`src/hw/rtl/gtc_pkg.sv`:
```
package gtc_pkg;

  localparam int MAX_NODES = 64;
  localparam int MAX_EDGES = 256;
  localparam int NODE_W    = 6;
  localparam int EDGE_AW   = 8;
  localparam int TOT_W     = 9;
  localparam int CNT_W     = 7;
  localparam int RANK_W    = 3;
  localparam int WGT_W     = 16;
  localparam int THR_W     = 17;
  localparam int DIV_CW    = 5;

  typedef enum logic [4:0] {
    ST_LOAD, ST_SORT_I, ST_SORT_WI, ST_SORT_JA, ST_SORT_JC, ST_SORT_WR, ST_CLR,
    ST_K, ST_KE, ST_KC, ST_FA_RD, ST_FA_CHK, ST_FA_WR, ST_FA_INFO,
    ST_FB_RD, ST_FB_CHK, ST_FB_WR, ST_FB_INFO, ST_JUDGE, ST_DIV, ST_THR,
    ST_NEXT, ST_O_RD, ST_O_CHK, ST_O_WAIT
  } state_t;

  typedef enum logic [4:0] {
    OP_IDLE, OP_LOAD, OP_RD_WI, OP_CAP_WI, OP_RD_WJ, OP_CMP, OP_ORD_WR, OP_CLR,
    OP_RD_ORD, OP_RD_EDGE, OP_CAP_EDGE, OP_WALK_RD, OP_WALK_CHK, OP_FA_WR,
    OP_FA_INFO, OP_FB_WR, OP_FB_INFO, OP_MERGE, OP_THR, OP_NEXT, OP_O_CHK,
    OP_O_WAIT
  } op_t;

  typedef enum logic {
    CFG_NODE_COUNT = 1'b0,
    CFG_SCALE_C    = 1'b1
  } cfg_idx_t;

  typedef struct packed {
    op_t op;
  } cmd_t;

  typedef struct packed {
    logic last_acc;
    logic j_last;
    logic i_last;
    logic clr_last;
    logic range_bad;
    logic is_root;
    logic judge_ok;
    logic div_done;
    logic k_last;
    logic o_last;
    logic out_acc;
  } status_t;

  typedef struct packed {
    logic [RANK_W-1:0] rank;
    logic [CNT_W-1:0]  size;
    logic [THR_W-1:0]  thr;
  } info_t;

endpackage

```
`src/hw/rtl/gtc_ctrl.sv`:
```
module gtc_ctrl (
  input  logic             clk,
  input  logic             rst_n,
  input  gtc_pkg::status_t status,
  output gtc_pkg::cmd_t    cmd,
  output logic             in_stall
);
  import gtc_pkg::*;

  state_t state_r, state_nxt;

  always_comb begin
    state_nxt = state_r;
    case (state_r)
      ST_LOAD:    if (status.last_acc) state_nxt = ST_SORT_I;
      ST_SORT_I:  state_nxt = ST_SORT_WI;
      ST_SORT_WI: state_nxt = ST_SORT_JA;
      ST_SORT_JA: state_nxt = ST_SORT_JC;
      ST_SORT_JC: state_nxt = status.j_last ? ST_SORT_WR : ST_SORT_JA;
      ST_SORT_WR: state_nxt = status.i_last ? ST_CLR : ST_SORT_I;
      ST_CLR:     if (status.clr_last) state_nxt = ST_K;
      ST_K:       state_nxt = ST_KE;
      ST_KE:      state_nxt = ST_KC;
      ST_KC:      state_nxt = status.range_bad ? ST_NEXT : ST_FA_RD;
      ST_FA_RD:   state_nxt = ST_FA_CHK;
      ST_FA_CHK:  state_nxt = status.is_root ? ST_FA_WR : ST_FA_RD;
      ST_FA_WR:   state_nxt = ST_FA_INFO;
      ST_FA_INFO: state_nxt = ST_FB_RD;
      ST_FB_RD:   state_nxt = ST_FB_CHK;
      ST_FB_CHK:  state_nxt = status.is_root ? ST_FB_WR : ST_FB_RD;
      ST_FB_WR:   state_nxt = ST_FB_INFO;
      ST_FB_INFO: state_nxt = ST_JUDGE;
      ST_JUDGE:   state_nxt = status.judge_ok ? ST_DIV : ST_NEXT;
      ST_DIV:     if (status.div_done) state_nxt = ST_THR;
      ST_THR:     state_nxt = ST_NEXT;
      ST_NEXT:    state_nxt = status.k_last ? ST_O_RD : ST_K;
      ST_O_RD:    state_nxt = ST_O_CHK;
      ST_O_CHK:   state_nxt = status.is_root ? ST_O_WAIT : ST_O_RD;
      ST_O_WAIT: begin
        if (status.out_acc) state_nxt = status.o_last ? ST_LOAD : ST_O_RD;
      end
      default:    state_nxt = ST_LOAD;
    endcase
  end

  always_comb begin
    cmd.op = OP_IDLE;
    case (state_r)
      ST_LOAD:    cmd.op = OP_LOAD;
      ST_SORT_I:  cmd.op = OP_RD_WI;
      ST_SORT_WI: cmd.op = OP_CAP_WI;
      ST_SORT_JA: cmd.op = OP_RD_WJ;
      ST_SORT_JC: cmd.op = OP_CMP;
      ST_SORT_WR: cmd.op = OP_ORD_WR;
      ST_CLR:     cmd.op = OP_CLR;
      ST_K:       cmd.op = OP_RD_ORD;
      ST_KE:      cmd.op = OP_RD_EDGE;
      ST_KC:      cmd.op = OP_CAP_EDGE;
      ST_FA_RD:   cmd.op = OP_WALK_RD;
      ST_FA_CHK:  cmd.op = OP_WALK_CHK;
      ST_FA_WR:   cmd.op = OP_FA_WR;
      ST_FA_INFO: cmd.op = OP_FA_INFO;
      ST_FB_RD:   cmd.op = OP_WALK_RD;
      ST_FB_CHK:  cmd.op = OP_WALK_CHK;
      ST_FB_WR:   cmd.op = OP_FB_WR;
      ST_FB_INFO: cmd.op = OP_FB_INFO;
      ST_JUDGE:   cmd.op = status.judge_ok ? OP_MERGE : OP_IDLE;
      ST_DIV:     cmd.op = OP_IDLE;
      ST_THR:     cmd.op = OP_THR;
      ST_NEXT:    cmd.op = OP_NEXT;
      ST_O_RD:    cmd.op = OP_WALK_RD;
      ST_O_CHK:   cmd.op = OP_O_CHK;
      ST_O_WAIT:  cmd.op = OP_O_WAIT;
      default:    cmd.op = OP_IDLE;
    endcase
  end

  assign in_stall = (state_r != ST_LOAD);

  always_ff @(posedge clk) begin
    if (!rst_n) begin
      state_r <= ST_LOAD;
    end else begin
      state_r <= state_nxt;
    end
  end

endmodule

```
`config.mk`:
```
export PLATFORM = sky130hd
export DESIGN_NAME = gtc_ctrl
export DESIGN_NICKNAME = d
export VERILOG_FILES = /design/src/hw/rtl/gtc_pkg.sv /design/src/hw/rtl/gtc_ctrl.sv
export SDC_FILE = /design/constraint.sdc
export NUM_CORES = 1
export LEC_CHECK = 0
export BUFFER_PORTS_ARGS = -buffer_cell sky130_fd_sc_hd__buf_2
export CAP_MARGIN = 20
export CORE_MARGIN = 1
export CORE_UTILIZATION = 53
export DETAILED_ROUTE_END_ITERATION = 8
export PLACE_DENSITY = 0.79
export RECOVER_POWER = 25
export SLEW_MARGIN = 5
export SYNTH_ARGS = -nofsm -noshare
export SYNTH_HDL_FRONTEND = slang
export SYNTH_SLANG_ARGS = --single-unit
```
`constraint.sdc`:
```
create_clock -name clk -period 2.1 [get_ports clk]
set_input_delay 0.42 -clock clk [delete_from_list [all_inputs] [get_ports clk]]
set_output_delay 0.42 -clock clk [all_outputs]
set_load 0.01 [all_outputs]
```
Word level (Yosys, flattened, before mapping):

Cells that the tools add are included.

* eq/ne operators: 28
* mux-type cells: 16
* reduce and logical (&&, ||, !) cells: 5

Operators with widths (count)
* case mux 5 bit (25 select lines): 1
* case mux 5 bit (21 select lines): 1
* == test 5 bit, second input constant: 9
* 2-to-1 mux 5 bit: 9
* == test 5 x 4 -> 1 bit, second input constant: 8
* == test 5 x 3 -> 1 bit, second input constant: 4
* 2-to-1 mux 3 bit: 4
* == test 5 x 2 -> 1 bit, second input constant: 2
* != test 2 bit, second input constant: 4
* == test 5 x 1 -> 1 bit, second input constant: 1
* zero test 5 bit: 1
* nonzero test 5 bit: 1
* 2-to-1 mux 4 bit: 1
* AND reduction 4 bit: 1
* OR reduction 3 bit: 1
* OR reduction 2 bit: 1

* bits in registers: 5
* output and inout port bits: 6

Longest topological paths before layout:

* depth after elaboration: 3
* depth in mapped cells: 7
* depth with buffers taken out: 5

Worst setup path before layout:

Ideal clock, no wire load.

* kind: register -> output
* start point: register state_r[1]
* end point: output cmd[4] (netlist name)
* arrival: 1.257 ns
* required time: 1.680 ns
* setup slack: 0.423 ns
* cell stages (with the launch flop): 7
* buffers on the path: 2
* path through: dfxtp_1 buf_6 buf_2 and2b_1 a211oi_1 o21ai_0 and2_1

RTL lines
* from (decl): RTL line gtc_ctrl.sv:10 `state_t state_r, state_nxt;`
* from (signal assigned): RTL line gtc_ctrl.sv:84 `state_r <= state_nxt;`
* to (decl): RTL line gtc_ctrl.sv:5 `output gtc_pkg::cmd_t cmd,`

==> impl_metrics.yaml <==
power:
  switching_share_pct: 38.0
  seqPwrFrac_pct: 31.1
  p_int_uw: 244
  vdd_drop_max_uv: 259
  powerDensity_nw_per_um2: 392
  power.switching_uw: 149
  power.share.clock_pct: 28.6
  power_uw: 393
  leakagePower_uw: 0.000428
  p_comb_share_pct: 40.3
synth:
  syn_avg_cell_area_um2: 6.70
  ys_async_sr_fraction_pct: 0
  ys.flop_type: "dfxtp_1"
  synth_top_area_cell: "dfxtp_1"
  synthAdderAreaFrac_pct: 0
  yosysMostFrequentCell: "nand2_1"
  synth_compound_area_share_pct: 36.6
  yosysWarnings: 0
  ys_seq_area_share_pct: 12.0
  ys_types: 48
  muxShareOfSynthArea_pct: 0
  syn-cell-area_um2: 831
  syn_inst: 124
  synth_edf_count: 0
  synth_common_cells: "nand2_1 (10), a21oi_1 (9), nor2_1 (9)"
  yosys_register_bits: 5
  synth_top_cell_area_share_pct: 12.0
  synthSimpleGateAreaFrac_pct: 39.8
  synth_xor_area_share_pct: 0
  synth_top_family_by_area: "simple AND/OR/NAND/NOR gates"
  syn-num-nets: 137
  synthTopCellsByArea: "dfxtp_1 (12%), a21oi_1 (5.4%), nand2_1 (4.5%)"
global_routing:
  gr-usage-all-layers_pct: 29.6
  gr-total-overflow: 0
  grt_pass1_wl_um: 4080
  grt_pass1_vias: 925
  grtUsageMet3_pct: 4.78
  grt_max_degree: 23
  use_met2_pct: 48.1
  use_met1_pct: 40.5
  antenna_found_initial: 0
  busiest_layer: "met2"
floorplan:
  rows: 13
  initial_utilization_pct: 60.1
  coreArea_um2: 1380
  ios: 19
  die_h_um: 41.6
  dieArea_um2: 1730
  die_w_um: 41.6
cts:
  clockBufferDepth: 2
  cts_root_buf: "clkbuf_4"
  path_clk_slew_ps: 40
  cts_num_sinks: 5
  clkLatencyLatePin_ps: 240
  cts_made_buffers: 3
  cts_max_level: 1
  cts_tree: "yes"
routing:
  firstDrtPassIters: 4
  drt_wl_total_um: 2460
  drc: 0
  routed-via-count: 1035
  wl_per_cell_um: 15.4
  postRouteAntennaNets: 0
  drtIter0Drc: 61
  drt-vias-per-instance: 6.47
worst_hold_path:
  hold_class: "in2reg"
cells_and_area:
  ff_latch_area_um2: 109
  largest_reg_flops: 5
  synthToLayoutAreaGrowth_pct: 20.8
  fin_cells: 160
  nNetsFinal: 159
  regMostFlops: "state_r"
  drive_gt1_share_pct: 29.7
  multi_input_area_um2: 642
  fill_cells: 128
  top_regs: "state_r: 5 flops"
  diodes: 0
timing:
  maxSlewHeadroom_pct: 74.2
  skew_ps: 3.40
  min_period_ps: 2010
  period_share_pct: 95.6
  setup_viol: 0
  slew_violations: 0
  fmax_mhz: 498
  tightestPinTransition_ps: 382
  setup_slack_ps: 93.4
  rsz0062_at_grt: "false"
  tns_ps: 0
  hold_viol: 0
status:
  outcome: "finished, final reports clean"
setup_path:
  critPathCaptureType: "primary output"
  crit_type: "reg2out"
  worstPathMaxFanout: 8
  cp.arrival_ps: 1590
  startpoint_type: "flip-flop"
  rrSetupSlack_ps: 270
  cp.required_ps: 1680
placed_design:
  dp_hpwl_um: 1810
  port_buffers: 18
  dpl.cell_count: 156
  dp_slack_ps: 53.2
  gp_congestion: 0.907
job:
  cap_violations: 0
[per-layer routing]
metal / part of all wire, % / up-vias
met5: 0 / -
met3: 7.8 / 2
met2: 48 / 47
li1: - / 510
met4: 0.85 / 0
met1: 43 / 476
[worst max-delay path, cell delays in order, from the launching register on]
cell      delay, ps
dfxtp_2         370
buf_4           170
nand2b_1        110
nand2_1          80
or3_1           310
o311ai_0        110
buf_2           190
[repair_timing]
| action | 4_1_cts | 5_1_grt |
|---|---|---|
| hold buffers | 0 | 0 |
| gates resized for setup | 1 | 7 |
| endpoints found under the hold margin | 0 | 0 |
| setup buffers | 0 | 0 |
| cloned | 0 | 0 |
| endpoints found under the setup margin | 5 | 3 |
[worst paths after layout]
check | cells past startpoint | end | startpoint
setup / recovery | 6 | cmd[2] | state_r[2]
hold / removal | 2 | state_r[0] | rst_n
setup reg to reg | 5 | state_r[1] | state_r[0]
hold reg to reg | 3 | state_r[3] | state_r[1]
[power groups by stage]
| stage | Clock (uW) | Combinational (uW) | Sequential (uW) |
|---|---|---|---|
| detailed placement | 0 | 152 | 121 |
| global route | 123 | 174 | 124 |
| floorplan | 0 | 107 | 107 |
| global placement | 0 | 149 | 121 |
| finish | 112 | 159 | 122 |
| CTS | 114 | 153 | 120 |
[through the flow]
stage	hold WS (ps)	util [%]	area (um2)
2_1_floorplan	538	-	831
3_3_place_gp	685	69.5	961
3_5_place_dp	685	69.5	961
4_1_cts	441	71.5	988
5_1_grt	438	72.6	1000
6_report	444	72.6	1000
[logic make-up after synthesis]
kind of cell,after synthesis
DFF,5
and+or+nand+nor,57
buffers and inverters,18
AOI/OAI and AO/OA,44
[cells in the final DEF, fill, tap and decap left out, types with 2 or more instances in the layout]
master	synthesis	routed
a221oi_1	2	2
a21oi_1	9	9
a211oi_1	4	3
clkbuf_4	0	3
and2_1	3	3
a21o_1	2	2
nor2_1	9	8
nand4_1	3	3
a211oi_2	1	2
inv_1	5	5
dfxtp_2	0	4
nor2b_1	4	4
o22ai_1	2	2
o21a_1	2	2
nor3_1	3	3
o21ai_0	7	7
buf_4	2	10
a31oi_1	3	3
nand2b_1	4	4
nand3_1	6	6
nor3b_1	2	2
nand2_1	10	10
buf_2	5	18
nand3b_1	3	3
[area by class of cell]
cell class	count	area share (%)
Clock buffer	4	2.62
Inverter	6	2.24
Multi-Input combinational cell	101	64.0
Sequential cell	5	10.8
Tap cell	15	1.87
Timing Repair Buffer	29	18.5
Power figures use the tool's default switching activity.
